**config.mk**
```make
export PLATFORM = sky130hd
export DESIGN_NAME = v3ti_divsqrt
export DESIGN_NICKNAME = d
export VERILOG_FILES = /design/src/rtl/v3ti_pkg.sv /design/src/rtl/v3ti_divsqrt.sv
export SDC_FILE = /design/constraint.sdc
export NUM_CORES = 1
export LEC_CHECK = 0
export BUFFER_PORTS_ARGS = -buffer_cell sky130_fd_sc_hd__buf_2
export CORE_AREA = 2 2 211 255
export CTS_BUF_LIST = sky130_fd_sc_hd__clkbuf_2
export DETAILED_ROUTE_END_ITERATION = 6
export DIE_AREA = 0 0 213 257
export GPL_ROUTABILITY_DRIVEN = 0
export HOLD_SLACK_MARGIN = 0.1
export PLACE_DENSITY = 0.6
export SYNTH_ARGS = -nofsm -noshare
export SYNTH_HDL_FRONTEND = slang
export SYNTH_SLANG_ARGS = --single-unit
```
**constraint.sdc**
```tcl
create_clock -name clk_i -period 20.4 [get_ports clk_i]
set_input_delay 4.08 -clock clk_i [delete_from_list [all_inputs] [get_ports clk_i]]
set_output_delay 4.08 -clock clk_i [all_outputs]
set_load 0.005 [all_outputs]
```
**src/rtl/v3ti_pkg.sv**
```systemverilog
package v3ti_pkg;

  localparam int unsigned CW       = 32;  // Q16.16 coordinate
  localparam int unsigned DTW      = 16;
  localparam int unsigned OPW      = 2;
  localparam int unsigned MODEW    = 2;
  localparam int unsigned CFG_IDXW = 2;
  localparam int unsigned NUMW     = 64;  // divider dividend / sqrt radicand
  localparam int unsigned DENW     = 33;  // divider divisor

  localparam logic [OPW-1:0] OP_TICK       = 2'd0;
  localparam logic [OPW-1:0] OP_SET_TARGET = 2'd1;
  localparam logic [OPW-1:0] OP_SET_POS    = 2'd2;

  localparam logic [MODEW-1:0] MODE_LINEAR   = 2'd0;
  localparam logic [MODEW-1:0] MODE_SMOOTH   = 2'd1;
  localparam logic [MODEW-1:0] MODE_DURATION = 2'd2;

  localparam logic [CFG_IDXW-1:0] CFG_MODE   = 2'd0;
  localparam logic [CFG_IDXW-1:0] CFG_STEP   = 2'd1;
  localparam logic [CFG_IDXW-1:0] CFG_SMOOTH = 2'd2;

  localparam logic [CW-1:0] STEP_RESET = 32'h0001_0000;

  typedef struct packed {
    logic start;
    logic is_sqrt;
  } unit_req_t;

endpackage

```
**src/rtl/v3ti_divsqrt.sv**
```systemverilog
// Bit-serial unit: restoring divide (one quotient bit per cycle) or
// integer square root (one root bit per cycle). done_o pulses when res_o is final.
module v3ti_divsqrt (
  input  logic                          clk_i,
  input  logic                          rst_ni,
  input  v3ti_pkg::unit_req_t           req_i,
  input  logic [v3ti_pkg::NUMW-1:0]     num_i,
  input  logic [v3ti_pkg::DENW-1:0]     den_i,
  output logic [v3ti_pkg::NUMW-1:0]     res_o,
  output logic                          done_o
);
  import v3ti_pkg::*;

  localparam int unsigned CNTW      = $clog2(NUMW + 1);
  localparam int unsigned SQRT_ITER = NUMW / 2;

  logic            busy_q, sqrt_q, done_q;
  logic [CNTW-1:0] cnt_q;
  logic [NUMW-1:0] acc_q;   // dividend/quotient shifter, or sqrt remainder
  logic [NUMW-1:0] root_q, bit_q;
  logic [DENW-1:0] rem_q, den_q;

  logic [DENW:0]   rem_sh, rem_sub;
  logic            div_ge;
  logic [NUMW-1:0] trial;
  logic            sq_ge;

  always_comb begin
    rem_sh  = {rem_q, acc_q[NUMW-1]};
    div_ge  = rem_sh >= {1'b0, den_q};
    rem_sub = rem_sh - {1'b0, den_q};
    trial   = root_q + bit_q;
    sq_ge   = acc_q >= trial;
  end

  always_ff @(posedge clk_i or negedge rst_ni) begin
    if (!rst_ni) begin
      busy_q <= 1'b0;
      done_q <= 1'b0;
      cnt_q  <= '0;
    end else begin
      done_q <= !req_i.start && busy_q && (cnt_q == CNTW'(1));
      if (req_i.start) begin
        busy_q <= 1'b1;
        cnt_q  <= req_i.is_sqrt ? CNTW'(SQRT_ITER) : CNTW'(NUMW);
      end else if (busy_q) begin
        cnt_q <= cnt_q - 1'b1;
        if (cnt_q == CNTW'(1)) begin
          busy_q <= 1'b0;
        end
      end
    end
  end

  always_ff @(posedge clk_i) begin
    if (req_i.start) begin
      sqrt_q <= req_i.is_sqrt;
      acc_q  <= num_i;
      rem_q  <= '0;
      den_q  <= den_i;
      root_q <= '0;
      bit_q  <= NUMW'(1) << (NUMW - 2);
    end else if (busy_q) begin
      if (sqrt_q) begin
        if (sq_ge) begin
          acc_q  <= acc_q - trial;
          root_q <= (root_q >> 1) + bit_q;
        end else begin
          root_q <= root_q >> 1;
        end
        bit_q <= bit_q >> 2;
      end else begin
        acc_q <= {acc_q[NUMW-2:0], div_ge};
        rem_q <= div_ge ? rem_sub[DENW-1:0] : rem_sh[DENW-1:0];
      end
    end
  end

  assign res_o  = sqrt_q ? root_q : acc_q;
  assign done_o = done_q;

endmodule

```
# After elaboration in Yosys (flattened, before gate mapping)

Index checks and enable logic that the tools add are counted.

Flip-flop bits (word level): 236
Latch bits: 0
Memory bits (writable): 0
Memory bits (read-only): 0
Input bits: 101
Output and inout port bits: 65
Logic and storage cells: 39
Memories: 0

Add/sub/neg operators: 5
Multipliers: 0
Divide/modulo/power cells: 0
$lt $le $gt $ge: 2
Equality and inequality tests: 2
Shifts and indexed selects: 0
Muxes and demuxes: 13
Bitwise logic cells: 1
Reduce and logical (&&, ||, !) cells: 7

Operator list:

| kind                                                                     | number |
|---|---|
| 64-bit 2-to-1 mux                                                        | 6 |
| 63-bit by 63-bit adder with 64-bit output                                | 1 |
| 64-bit by 63-bit adder with 64-bit output                                | 1 |
| 64-bit greater-or-equal comparator                                       | 1 |
| 64-bit subtractor                                                        | 1 |
| 34-bit by 33-bit greater-or-equal comparator with 1-bit output           | 1 |
| 33-bit 2-to-1 mux                                                        | 1 |
| 33-bit subtractor                                                        | 1 |
| 7-bit 2-to-1 mux                                                         | 3 |
| 7-bit by 1-bit equality test with 1-bit output (second input constant)   | 1 |
| 7-bit by 1-bit subtractor with 7-bit output (second input constant)      | 1 |
| 2-bit AND reduction                                                      | 3 |
| 1-bit 2-to-1 mux                                                         | 3 |
| 3-bit by 2-bit inequality test with 1-bit output (second input constant) | 1 |
| 1-bit logical AND                                                        | 2 |
| 2-bit nonzero test                                                       | 1 |
| 1-bit zero test                                                          | 1 |
| 1-bit NOT                                                                | 1 |

# Depth between registers and ports, before layout

Gate-level depths: netlist of the first run.

Word-level depth: 6
Mapped depth: 28
Gate-level depth less buffers: 25

# Worst setup path after synthesis of the first run

No wires, ideal clock.

Path kind: input to register
Start point: in req_i[1] (netlist bit)
End point: reg acc_q[0] (enable)
Setup time: 423 ps
Arrival: 6,299 ps
Data required time: 19,977 ps
Slack: 13,678 ps
Cell stages on the path: 5
Buffers on the path: 3
Cell sequence: clkbuf_1 clkinv_1 clkbuf_1 buf_1 nand2_1

Longest elaborated chain between the ends: 2
Elaborated cells on any way between the ends: 3
Classes of those cells: 1 x eq/ne; 2 x reduce/logical

RTL lines:

| element                                                                                          | RTL line           | RTL |
|---|---|---|
| start, declared                                                                                  | v3ti_divsqrt.sv:6  | `input v3ti_pkg::unit_req_t req_i,` |
| 3-bit by 2-bit inequality test with 1-bit output (no line) or 2-bit nonzero test (tied branches) | n/a                |  |
| 2-bit AND reduction (no line) (*)                                                                | n/a                |  |
| end signal, assigned                                                                             | v3ti_divsqrt.sv:58 | `acc_q <= num_i;` |
| end signal, assigned                                                                             | v3ti_divsqrt.sv:66 | `acc_q <= acc_q - trial;` |
| end signal, assigned                                                                             | v3ti_divsqrt.sv:73 | `acc_q <= {acc_q[NUMW-2:0], div_ge};` |
| end, declared                                                                                    | v3ti_divsqrt.sv:19 | `logic [NUMW-1:0] acc_q;` |

Mark *: on every way between the ends. The rest lies on a longest branch, timed or not.
A chain may end at the register's enable or synchronous reset.

# Worst setup path in the final report of the first run

Start point: reg root_q[0]
End point: reg acc_q[18] (enable)

Longest elaborated chain between the ends: 4

RTL lines:

| element                                                    | RTL line           | RTL |
|---|---|---|
| start, declared                                            | v3ti_divsqrt.sv:20 | `logic [NUMW-1:0] root_q, bit_q;` |
| start signal, assigned                                     | v3ti_divsqrt.sv:67 | `root_q <= (root_q >> 1) + bit_q;` |
| start signal, assigned                                     | v3ti_divsqrt.sv:69 | `root_q <= root_q >> 1;` |
| 64-bit by 63-bit adder with 64-bit output                  | v3ti_divsqrt.sv:32 | `trial = root_q + bit_q;` |
| 64-bit greater-or-equal comparator                         | v3ti_divsqrt.sv:33 | `sq_ge = acc_q >= trial;` |
| 3-bit by 2-bit inequality test with 1-bit output (no line) | n/a                |  |
| 2-bit AND reduction (no line)                              | n/a                |  |

No other way between the ends.

==> out/summary.log, run 1 <==
INFO  hold_path      hold_class=reg -> reg
INFO  power_and_ir_drop comb_power_share=0.613
INFO  clock_tree     later_pin_clock_latency_in_the_skew_report=1040ps
INFO  global_route   grt_pass1_wl=104000um
INFO  power_and_ir_drop power.ir.vdd_worst=0.101mV
INFO  power_and_ir_drop power.switching_fraction=0.500
INFO  global_route   maximum_number_of_pins_on_one_net_before_global_route_repair=160
INFO  timing         unrepaired_setup_endpoints_after_global_routing=no
INFO  layout         fin_nets=2957
INFO  power_and_ir_drop p_switching=1.48mW
INFO  synth          synth-main-ff-cell=dfxtp_1
INFO  clock_tree     clk_root_buffer_cell=clkbuf_2
INFO  worst_setup_path setup.worst_path.class=reg -> reg
INFO  layout         fin_util=0.432
INFO  die            die_height=257um
INFO  global_route   grtUsageTotal=0.239
INFO  synth          synth_sequential_area_ratio=0.277
INFO  clock_tree     tritoncts_clock_tree=yes
INFO  timing         timing.slew.headroom=0.212
INFO  synth          yosys.cell_types.count=90
INFO  timing         setup_viol=0
INFO  synth          avgSynthCellArea=7.97um^2
INFO  power_and_ir_drop internal_power=1.48mW
INFO  die            rows=92
INFO  synth          yosys_warnings=0
INFO  worst_setup_path critical_path.startpoint_type=flip-flop
INFO  die            die_area=54700um^2
INFO  global_route   number_of_global_route_vias_before_repair=19287
INFO  worst_setup_path standard_cell_with_the_maximum_stage_delay_on_the_critical_path=a221oi_1
INFO  detailed_routing via_count=19827
INFO  clock_tree     cts-htree-levels=3
INFO  clock_tree     cts_made_buffers=69
INFO  clock_tree     post-cts-setup-buffer-count=0
INFO  synth          synth_largest_type_area_fraction=0.142
INFO  timing         whs=453ps
INFO  detailed_routing detail_routed_net_length_per_standard_cell=19.2um
INFO  worst_setup_path cp-end-kind=flip-flop
INFO  power_and_ir_drop p_per_area=131nW/um^2
INFO  timing         final-max-slew-violation-count=0
INFO  worst_setup_path crit_path_max_fanout=64
INFO  layout         post_synthesis_to_final_layout_area_growth=8.72%
INFO  timing         fmaxAchievable=132MHz
INFO  synth          netlist_instances=2600
INFO  timing         final_hold_viol_count=0
INFO  die            start_util=0.398
INFO  die            ioPinCount=166
INFO  timing         final.setup_skew=85.2ps
INFO  power_and_ir_drop power.sequential.fraction=0.265
INFO  synth          largest_cells_by_area_after_synthesis=edfxtp_1 14%, dfxtp_1 12%, ha_1 10%, nand2_1 6.3%, a21oi_1 5.4%
INFO  placed_design  detailedPlacementHpwl=50000um
INFO  worst_setup_path crit_path_cell_trace=ha_1 -> ha_1 -> a21o_1 -> a31oi_1 -> o21ai_0 -> a21oi_1 -> a21boi_0 -> a221oi_1 -> o21ai_0 -> a31oi_1 -> o21ai_0 -> nand2_1 -> xor2_1 -> ha_1 -> a21o_1 -> nand3_1 -> a22oi_1 -> o21ai_0 -> nor4_1 -> nor3_4 -> buf_4 -> nand2_1 -> nand2_1 -> nand2_4
INFO  synth          synth_enable_flop_cells=98
INFO  placed_design  buffer_ports.inserted=165
INFO  worst_setup_path critical-path-top-cell-by-count=o21ai_0
INFO  timing         setup_total_negative_slack=0ps
INFO  detailed_routing drt_iter0_drc=1514
INFO  worst_setup_path cp.arrival=8200ps
INFO  global_route   grt.overflow.total=0
INFO  power_and_ir_drop total_leakage_power=9.38nW
INFO  synth          yosys_register_bits=236
INFO  die            overall_die_width=213um
INFO  worst_setup_path required=20990ps
INFO  status         result_of_the_run=finished clean
INFO  synth          synth.net_count=2868
INFO  die            core-area=52100um^2
INFO  detailed_routing detail_route.vias_per_cell=5.76
INFO  flow_run       maxCapViolations=0
INFO  power_and_ir_drop clkPwrFrac=0.122
INFO  clock_tree     ctsResizeCount=0
INFO  synth          synth-async-reset-ratio=0.0381
INFO  detailed_routing drt_pass1_iterations=5
INFO  detailed_routing detail_route.wirelength=66000um
INFO  synth          netlist.top_cell.by_area=edfxtp_1
INFO  clock_tree     cts.clk_slew.worst_paths=100ps
INFO  worst_setup_path critical_path_max_stage_delay=1010ps
INFO  global_route   antenna_violations_before_repair=2
INFO  detailed_routing post-route-drc-count=0
INFO  detailed_routing remaining_number_of_nets_flagged_by_the_antenna_check_after_routing=0
INFO  layout         final_layout_size_suffix_gt1_frac=0.141
INFO  clock_tree     cts.sinks=236
INFO  timing         worst_pin_slew=1180ps
INFO  clock_tree     cts-root-to-sink-buffers=3
INFO  synth          syn_area=20700um^2
INFO  timing         min_period=7600ps
INFO  timing         min_period_over_period=0.373
INFO  clock_tree     number_of_buffers_added_to_fix_hold_violations_after_cts=0
layout make-up:
type,count,area [um^2]
Antenna cell,2,5.00
Clock buffer,101,505
Clock inverter,19,85.1
Fill cell,5347,29600
Inverter,84,315
Multi-Input combinational cell,2124,14100
Sequential cell,236,5750
Tap cell,705,882
Timing Repair Buffer,174,915
worst max-delay path: cells and delay by family (launching register included):
kind | cells | cell delay [ps]
buffers and inverters | 1 | 290
AOI/OAI and AO/OA | 12 | 3720
adders and majority gates | 3 | 830
xor gates and xnor gates | 1 | 80
DFF | 1 | 340
and+or+nand+nor | 7 | 1890
synthesized netlist by cell type (25+ instances only):
cell type  instances
a211oi_1          31
a21o_1            67
a21oi_1          225
a31oi_1           75
and3_1            25
clkbuf_1         123
dfxtp_1          129
edfxtp_1          98
ha_1             165
inv_1             83
mux2_2            43
mux2i_1           77
nand2_1          350
nand2b_1          33
nand3_1           48
nand4_1           47
nor2_1           182
nor2b_1           33
nor3_1            26
o21ai_0          212
o21bai_1          36
xnor2_1          115
xor2_1            76
stage by stage:
stage | power, mW | cells | setup WS (ps) | area [um^2]
final | 2.96 | 3445 | 12800 | 22500
after global routing | 3.20 | 3445 | 12310 | 22500
after CTS | 2.96 | 3443 | 12880 | 22500
after detailed placement | 2.57 | 3323 | 12980 | 21900
after global placement | 2.55 | 3323 | 13040 | 21900
after floorplan | 2.09 | 2600 | 13680 | 20700
power by group through the flow:
| stage | clock network, mW | registers, mW | logic [mW] |
|---|---|---|---|
| 3_5_place_dp | 0 | 0.789 | 1.79 |
| 4_1_cts | 0.379 | 0.781 | 1.80 |
| 3_3_place_gp | 0 | 0.788 | 1.76 |
| 2_1_floorplan | 0 | 0.711 | 1.38 |
| 6_report | 0.363 | 0.784 | 1.81 |
| 5_1_grt | 0.401 | 0.799 | 2.00 |
cells in the final DEF, fill, tap and decap left out, types with 13 or more instances in the layout:
cell	count
a211oi_1	31
a21o_1	67
a21oi_1	224
a31o_2	15
a31oi_1	75
and3_1	25
buf_2	164
clkbuf_2	101
clkinv_1	13
dfxtp_1	129
edfxtp_1	98
ha_1	165
inv_1	83
mux2_2	43
mux2i_1	77
nand2_1	348
nand2b_1	33
nand3_1	48
nand4_1	47
nor2_1	181
nor2b_1	32
nor3_1	26
nor4_1	13
o211ai_1	17
o21a_1	19
o21ai_0	212
o21bai_1	36
o31ai_1	18
xnor2_1	115
xor2_1	76
flip-flops by register name (all words and copies together) (netlist names):
signal	flops
den_q	33
done_o	1
cnt_q	7
sqrt_q	1
bit_q	32
acc_q	64
root_q	64
busy_q	1
rem_q	33
cells by family (layout without fill, tap and decap cells):
family | count (synthesis) | in the layout | synth area share
AO/OA/AOI/OAI | 839 | 839 | 0.257
XOR/XNOR | 191 | 191 | 0.0807
adder cells (fa/ha/maj) | 167 | 167 | 0.102
buffers and inverters | 240 | 378 | 0.0450
flip-flops | 236 | 236 | 0.277
multiplexers | 121 | 121 | 0.0611
other | 0 | 2 | 0
AND/OR/NAND/NOR | 806 | 806 | 0.178
per-layer routing:
| metal | up-vias | share of wire | track usage |
|---|---|---|---|
| li1 | 9709 | - | - |
| met2 | 650 | 0.47 | 0.402 |
| met4 | 0 | 0.042 | 0.106 |
| met1 | 9324 | 0.43 | 0.298 |
| met5 | - | 0 | 0 |
| met3 | 144 | 0.057 | 0.0375 |
final timing paths:
path	from	slack, ps	endpoint	cells past startpoint
worst min-delay path	bit_q[36]$_SDFFE_PP0P_	450	bit_q[34]$_SDFFE_PP0P_	2
max in group asynchronous	rst_ni	17320	cnt_q[5]$_DFFE_PN0P_	1
worst max register to register	root_q[0]$_SDFFE_PP0P_	12800	acc_q[18]$_DFFE_PP_	24
worst max-delay path	root_q[0]$_SDFFE_PP0P_	12800	acc_q[18]$_DFFE_PP_	24
worst min register to register	bit_q[36]$_SDFFE_PP0P_	450	bit_q[34]$_SDFFE_PP0P_	2
min in group asynchronous	rst_ni	2890	cnt_q[0]$_DFFE_PN0P_	1
No activity file was read; power rests on OpenSTA's default activity.
==> inputs of run 2 (changes only) <==
--- a/config.mk
+++ b/config.mk
@@ -12,7 +12,7 @@
 export DIE_AREA = 0 0 213 257
 export GPL_ROUTABILITY_DRIVEN = 0
 export HOLD_SLACK_MARGIN = 0.1
-export PLACE_DENSITY = 0.6
+export PLACE_DENSITY = 0.62
 export SYNTH_ARGS = -nofsm -noshare
 export SYNTH_HDL_FRONTEND = slang
 export SYNTH_SLANG_ARGS = --single-unit
==> constraint.sdc (replaced) <==
create_clock -name clk_i -period 6.6 [get_ports clk_i]
set_input_delay 1.32 -clock clk_i [delete_from_list [all_inputs] [get_ports clk_i]]
set_output_delay 1.32 -clock clk_i [all_outputs]
set_load 0.005 [all_outputs]
==> run 2 against run 1 <==
  * The run now ends with DRC left
  * Cell count rose by 0.70%
  * Via count rose by 2.2%
  * Register-to-register slack got worse by 12000 ps
  * Clock skew rose by 29 ps
  * Die area did not move
==> out/summary.log, run 2 (synthesized netlist as in run 1, its figures left out) <==
INFO  detailed_routing drt_iter0_drc=1646 [+8.7%]
INFO  timing         setup_total_negative_slack=0ps [unchanged]
INFO  worst_setup_path worst_r2r_startpoint=root_q[0]$_SDFFE_PP0P_
INFO  global_route   grtUsageTotal=0.244 [+0.00578]
INFO  clock_tree     cts_made_buffers=69 [unchanged]
INFO  die            die_height=257um [unchanged]
INFO  status         failed_checks=DRC
INFO  worst_setup_path crit_path_max_fanout=67 [+4.7%]
INFO  placed_design  dpl_cell_area=22100um^2 [+0.88%]
INFO  layout         fin_cells=3469 [+0.70%]
INFO  timing         setup_viol=0 [unchanged]
INFO  power_and_ir_drop p_per_area=412nW/um^2 [+210%]
INFO  clock_tree     cts.sinks=236 [unchanged]
INFO  detailed_routing detail_routed_net_length_per_standard_cell=19.7um [+2.8%]
INFO  timing         final.setup_skew=114ps [+28.6 ps]
INFO  layout         most-common-layout-cells=348 x nand2_1, 223 x a21oi_1, 211 x o21ai_0, 181 x nor2_1, 165 x ha_1
INFO  detailed_routing drt_pass1_iterations=7 [+2]
INFO  layout         finalInstanceArea=22800um^2 [+1.3%]
INFO  global_route   maximum_number_of_pins_on_one_net_before_global_route_repair=160 [unchanged]
INFO  global_route   number_of_global_route_vias_before_repair=19467 [+0.93%]
INFO  clock_tree     cts.clk_slew.worst_paths=120ps [+20 ps]
INFO  die            die_area=54700um^2 [unchanged]
INFO  clock_tree     tritoncts_clock_tree=yes
INFO  timing         whs=404ps [-49.7 ps]
INFO  worst_setup_path setup.reg_to_reg.worst_slack=420ps [-12370 ps]
INFO  placed_design  detailedPlacementHpwl=51700um [+3.4%]
INFO  detailed_routing post-route-drc-count=2 [+2]
INFO  global_route   antenna_violations_before_repair=2 [unchanged]
INFO  timing         min_period=6180ps [-1430 ps]
INFO  worst_setup_path cp.arrival=6980ps [-1220 ps]
INFO  timing         min_period_over_period=0.936 [+0.563]
INFO  worst_setup_path required=7410ps [-13580 ps]
INFO  status         result_of_the_run=finished, violations left
INFO  timing         fmaxAchievable=162MHz [+23%]
INFO  hold_path      hold_class=reg -> reg
INFO  clock_tree     clk_root_buffer_cell=clkbuf_2
INFO  detailed_routing detail_route.wirelength=68300um [+3.5%]
INFO  placed_design  dp.cells=3342 [+0.57%]
INFO  worst_setup_path critical_path_max_stage_delay=430ps [-580 ps]
INFO  layout         fin_nets=2978 [+0.71%]
INFO  worst_setup_path cp-end-kind=flip-flop
INFO  timing         timing.slew.headroom=0.182 [-0.0304]
INFO  power_and_ir_drop power.ir.vdd_worst=0.292mV [+190%]
INFO  power_and_ir_drop total_power=9.41mW [+220%]
INFO  detailed_routing via_count=20270 [+2.2%]
INFO  worst_setup_path rr_endpoint=root_q[40]$_SDFFE_PP0P_
INFO  die            rows=92 [unchanged]
INFO  detailed_routing detail_route.vias_per_cell=5.84 [+1.5%]
INFO  detailed_routing remaining_number_of_nets_flagged_by_the_antenna_check_after_routing=0 [unchanged]
INFO  clock_tree     cts-htree-levels=3 [unchanged]
INFO  layout         final_common_cell=nand2_1
INFO  worst_setup_path standard_cell_with_the_maximum_stage_delay_on_the_critical_path=o31ai_1
INFO  clock_tree     later_pin_clock_latency_in_the_skew_report=1040ps [about the same]
INFO  worst_setup_path setup.worst_path.class=reg -> reg
INFO  worst_setup_path r2r.worst_path.cells=26 [+8.3%]
INFO  layout         final_layout_size_suffix_gt1_frac=0.148 [+0.00747]
INFO  placed_design  buffer_ports.inserted=165 [unchanged]
INFO  timing         final_hold_viol_count=0 [unchanged]
INFO  global_route   grt.overflow.total=0 [unchanged]
INFO  worst_setup_path worstSetupEndpoint=root_q[40]$_SDFFE_PP0P_
INFO  global_route   grt_pass1_wl=105000um [+0.81%]
INFO  die            ioPinCount=166 [unchanged]
INFO  power_and_ir_drop total_leakage_power=9.51nW [+1.4%]
INFO  layout         top_regs=acc_q x64, root_q x64
INFO  timing         worst_pin_slew=1220ps [+43.0 ps]
INFO  worst_setup_path crit_start=root_q[0]$_SDFFE_PP0P_
INFO  flow_run       maxCapViolations=0 [unchanged]
INFO  die            start_util=0.398 [unchanged]
INFO  layout         post_synthesis_to_final_layout_area_growth=10.1%
INFO  layout         num-fill-cells=5382 [+0.65%]
INFO  die            core-area=52100um^2 [unchanged]
INFO  timing         final-max-slew-violation-count=0 [unchanged]
INFO  die            overall_die_width=213um [unchanged]
INFO  clock_tree     cts-root-to-sink-buffers=3 [unchanged]
INFO  worst_setup_path critical_path.startpoint_type=flip-flop
## run 2: stage by stage
step | util | setup slack (ps)
floorplan | - | 531
global placement | 0.425 | 438
detailed placement | 0.425 | 261
CTS | 0.437 | 101
global route | 0.438 | -38.8
finish | 0.438 | 424
## run 2: final cells by class
cell class	count	area, um^2	share of cell area
flip-flops and latches	236	5750	0.252
diodes	2	5.00	0.000219
clock inverters	22	115	0.00504
clock buffers	101	505	0.0221
repair buffers	195	1120	0.0493
multi-input cells	2124	14100	0.619
well taps	705	882	0.0386
inverters	84	315	0.0138
## run 2: worst min-delay path by stage
stage	start	cells after the start	end	slack [ps]
5_1_grt	den_i[6]	1	den_q[6]$_DFFE_PP_	390
6_report	bit_q[6]$_SDFFE_PP0P_	2	bit_q[4]$_SDFFE_PP0P_	400
2_1_floorplan	rem_q[1]$_SDFFE_PP0P_	2	rem_q[1]$_SDFFE_PP0P_	450
3_5_place_dp	rem_q[1]$_SDFFE_PP0P_	2	rem_q[1]$_SDFFE_PP0P_	470
3_3_place_gp	rem_q[1]$_SDFFE_PP0P_	2	rem_q[1]$_SDFFE_PP0P_	470
4_1_cts	den_i[6]	1	den_q[6]$_DFFE_PP_	340
## run 2: layer usage
metal / GRT usage / vias up / share of wire
li1: - / 9747 / -
met1: 0.283 / 9460 / 0.39
met2: 0.416 / 843 / 0.48
met3: 0.0447 / 220 / 0.079
met4: 0.149 / 0 / 0.059
met5: 0 / - / 0
## run 2: worst max-delay path, delay by kind of cell, from the launching register on
family	cells	cell delay [ps]
adders and majority gates	3	760
muxes	1	220
xor gates and xnor gates	1	200
buffers and inverters	2	470
DFF	1	350
and+or+nand+nor	6	740
AOI/OAI and AO/OA	13	3180
## run 2: power breakdown
group	internal (mW)	total (mW)	switching, mW
logic	2.31	5.82	3.51
registers	1.97	2.42	0.455
clock network	0.448	1.16	0.711
## run 2: repair_timing
| action | 4_1_cts | 5_1_grt |
|---|---|---|
| gates resized for setup | 0 | 8 |
| endpoints found under the hold margin | 9 | 0 |
| buffers inserted | 0 | 1 |
| endpoints found under the setup margin | 0 | 122 |
| hold buffers | 1 | 0 |
==> inputs of run 3 (changes only) <==
--- a/config.mk
+++ b/config.mk
@@ -12,7 +12,7 @@
 export DIE_AREA = 0 0 213 257
 export GPL_ROUTABILITY_DRIVEN = 0
 export HOLD_SLACK_MARGIN = 0.1
-export PLACE_DENSITY = 0.62
+export PLACE_DENSITY = 0.6
 export SYNTH_ARGS = -nofsm -noshare
 export SYNTH_HDL_FRONTEND = slang
 export SYNTH_SLANG_ARGS = --single-unit
==> constraint.sdc (replaced) <==
create_clock -name clk_i -period 6.9 [get_ports clk_i]
set_input_delay 1.38 -clock clk_i [delete_from_list [all_inputs] [get_ports clk_i]]
set_output_delay 1.38 -clock clk_i [all_outputs]
set_load 0.005 [all_outputs]
==> run 3 against run 2 <==
  * The run now ends clean
  * Die area did not move
  * Cell count fell by 0.35%
  * Combinational power fell by 6.4%
  * Non-clock buffer count fell by 6
  * Clock-buffer cell count rose by 3
  * Worst hold slack improved by 86 ps
  * Core utilization fell by 0.098 points
  * Fmax fell by 5.7%
  * First-iteration DRC count fell by 2.2%
  * Final area fell by 0.22%
  * Critical endpoint is now acc_q[53]$_DFFE_PP_
==> out/summary.log, run 3 (synthesized netlist as in run 1, its figures left out) <==
INFO  worst_setup_path critical_path_max_stage_delay=440ps [about the same]
INFO  layout         fin_nets=2970 [-0.27%]
INFO  global_route   number_of_global_route_vias_before_repair=19432 [-0.18%]
INFO  die            ioPinCount=166 [unchanged]
INFO  detailed_routing detail_routed_net_length_per_standard_cell=19.4um [-1.3%]
INFO  clock_tree     cts_made_buffers=67 [-2.9%]
INFO  flow_run       maxCapViolations=0 [unchanged]
INFO  worst_setup_path standard_cell_with_the_maximum_stage_delay_on_the_critical_path=dfxtp_1
INFO  timing         final_hold_viol_count=0 [unchanged]
INFO  layout         post_synthesis_to_final_layout_area_growth=9.84%
INFO  clock_tree     tritoncts_clock_tree=yes
INFO  power_and_ir_drop total_power=8.89mW [-5.5%]
INFO  detailed_routing drt_pass1_iterations=6 [-1]
INFO  die            die_height=257um [unchanged]
INFO  power_and_ir_drop power.switching_fraction=0.492 [-0.00557]
INFO  clock_tree     clk_root_buffer_cell=clkbuf_2
INFO  worst_setup_path required=7550ps [+140 ps]
INFO  detailed_routing post-route-drc-count=0 [-2]
INFO  die            start_util=0.398 [unchanged]
INFO  detailed_routing detail_route.wirelength=67200um [-1.7%]
INFO  clock_tree     cts-root-to-sink-buffers=3 [unchanged]
INFO  die            rows=92 [unchanged]
INFO  power_and_ir_drop power.sequential.fraction=0.258 [about the same]
INFO  timing         final-max-slew-violation-count=0 [unchanged]
INFO  timing         min_period=6550ps [+373 ps]
INFO  layout         num-fill-cells=5273 [-2.0%]
INFO  layout         top_regs=acc_q x64, root_q x64
INFO  power_and_ir_drop p_per_area=390nW/um^2 [-5.3%]
INFO  clock_tree     cts.clk_slew.worst_paths=90ps [-30 ps]
INFO  status         result_of_the_run=finished clean
INFO  power_and_ir_drop power.ir.vdd_worst=0.408mV [+40%]
INFO  power_and_ir_drop comb_power_share=0.614 [-0.005]
INFO  detailed_routing detail_route.vias_per_cell=5.80 [-0.73%]
INFO  worst_setup_path cp.arrival=7200ps [+220 ps]
INFO  hold_path      hold_class=reg -> reg
INFO  timing         worst_pin_slew=1200ps [-22.0 ps]
INFO  worst_setup_path r2r.worst_path.cells=25 [-3.8%]
INFO  placed_design  detailedPlacementHpwl=50600um [-2.2%]
INFO  hold_path      worstHoldPathCells=2 [unchanged]
INFO  timing         setup_total_negative_slack=0ps [unchanged]
INFO  clock_tree     cts-htree-levels=3 [unchanged]
INFO  global_route   grtUsageTotal=0.242 [-0.00289]
INFO  placed_design  buffer_ports.inserted=165 [unchanged]
INFO  die            die_area=54700um^2 [unchanged]
INFO  timing         fmaxAchievable=153MHz [-5.7%]
INFO  timing         whs=490ps [+86.0 ps]
INFO  timing         min_period_over_period=0.949 [+0.0133]
INFO  layout         most-common-layout-cells=348 x nand2_1, 224 x a21oi_1, 212 x o21ai_0, 181 x nor2_1, 165 x ha_1
INFO  layout         final_layout_size_suffix_gt1_frac=0.147 [-0.000701]
INFO  timing         setup_viol=0 [unchanged]
INFO  die            core-area=52100um^2 [unchanged]
INFO  power_and_ir_drop clkPwrFrac=0.128 [+0.005]
INFO  detailed_routing via_count=20052 [-1.1%]
INFO  detailed_routing remaining_number_of_nets_flagged_by_the_antenna_check_after_routing=0 [unchanged]
INFO  power_and_ir_drop internal_power=4.52mW [-4.5%]
INFO  power_and_ir_drop p_switching=4.37mW [-6.6%]
INFO  timing         timing.slew.headroom=0.197 [+0.0147]
INFO  worst_setup_path critical_path.startpoint_type=flip-flop
INFO  global_route   maximum_number_of_pins_on_one_net_before_global_route_repair=167 [+4.4%]
INFO  die            overall_die_width=213um [unchanged]
INFO  worst_setup_path setup.worst_path.class=reg -> reg
INFO  timing         final.setup_skew=124ps [+9.90 ps]
INFO  clock_tree     cts.sinks=236 [unchanged]
INFO  global_route   antenna_violations_before_repair=2 [unchanged]
INFO  power_and_ir_drop total_leakage_power=9.49nW [-0.26%]
INFO  worst_setup_path cp-end-kind=flip-flop
INFO  clock_tree     later_pin_clock_latency_in_the_skew_report=1070ps [+30 ps]
INFO  detailed_routing drt_iter0_drc=1609 [-2.2%]
INFO  layout         final_common_cell=nand2_1
INFO  worst_setup_path crit_path_max_fanout=25 [-63%]
INFO  global_route   grt_pass1_wl=105000um [+0.17%]
INFO  global_route   grt.overflow.total=0 [unchanged]
## run 3: power groups by stage
stage,clock [mW],combinational [mW],sequential (mW)
3_3_place_gp,0,5.27,2.31
3_5_place_dp,0,5.34,2.31
2_1_floorplan,0,4.09,2.10
4_1_cts,1.18,5.37,2.29
6_report,1.14,5.45,2.30
5_1_grt,1.25,5.99,2.34
## run 3: worst paths after layout
check / from / end / slack (ps)
setup / recovery: root_q[2]$_SDFFE_PP0P_ / acc_q[53]$_DFFE_PP_ / 350
hold / removal: rem_q[1]$_SDFFE_PP0P_ / rem_q[1]$_SDFFE_PP0P_ / 490
setup reg to reg: root_q[2]$_SDFFE_PP0P_ / acc_q[53]$_DFFE_PP_ / 350
hold reg to reg: rem_q[1]$_SDFFE_PP0P_ / rem_q[1]$_SDFFE_PP0P_ / 490
max in group asynchronous: rst_ni / busy_q$_DFF_PN0_ / 6010
min in group asynchronous: rst_ni / cnt_q[3]$_DFFE_PN0P_ / 690
## run 3: layout make-up
cell class	count	area [um^2]	area share
flip-flops and latches	236	5750	0.253
multi-input cells	2124	14100	0.619
well taps	705	882	0.0387
diodes	4	10.0	0.000440
clock buffers	104	520	0.0229
repair buffers	189	1080	0.0474
clock inverters	11	108	0.00472
inverters	84	315	0.0138
## run 3: through the flow
stage	utilization	cells	setup WS [ps]	cell area, um^2
6_report	0.437	3457	352	22800
5_1_grt	0.437	3457	-41.2	22800
4_1_cts	0.436	3452	60.7	22700
3_5_place_dp	0.424	3336	161	22100
3_3_place_gp	0.424	3336	354	22100
2_1_floorplan	-	2600	234	20700
## run 3: per-layer routing
metal	vias to the layer above	routed length, um	GRT usage
met1	9460	28400	0.298
li1	9724	-	-
met4	0	3010	0.113
met3	145	4160	0.0404
met5	-	0	0
met2	723	31700	0.407
## run 3: timing repair
action,in CTS,in global routing
hold buffers,1,0
setup endpoints to repair,0,100
buffers inserted,0,1
hold endpoints to repair,9,0
resized for setup,0,4
## run 3: critical path, delay by kind of cell (launching register included)
kind                       cells  cell delay (ps)
AOI/OAI and AO/OA             12             3010
and+or+nand+nor                7             1260
adders and majority gates      2              690
buffers and inverters          3              580
DFF                            1              440
xor gates and xnor gates       1              150
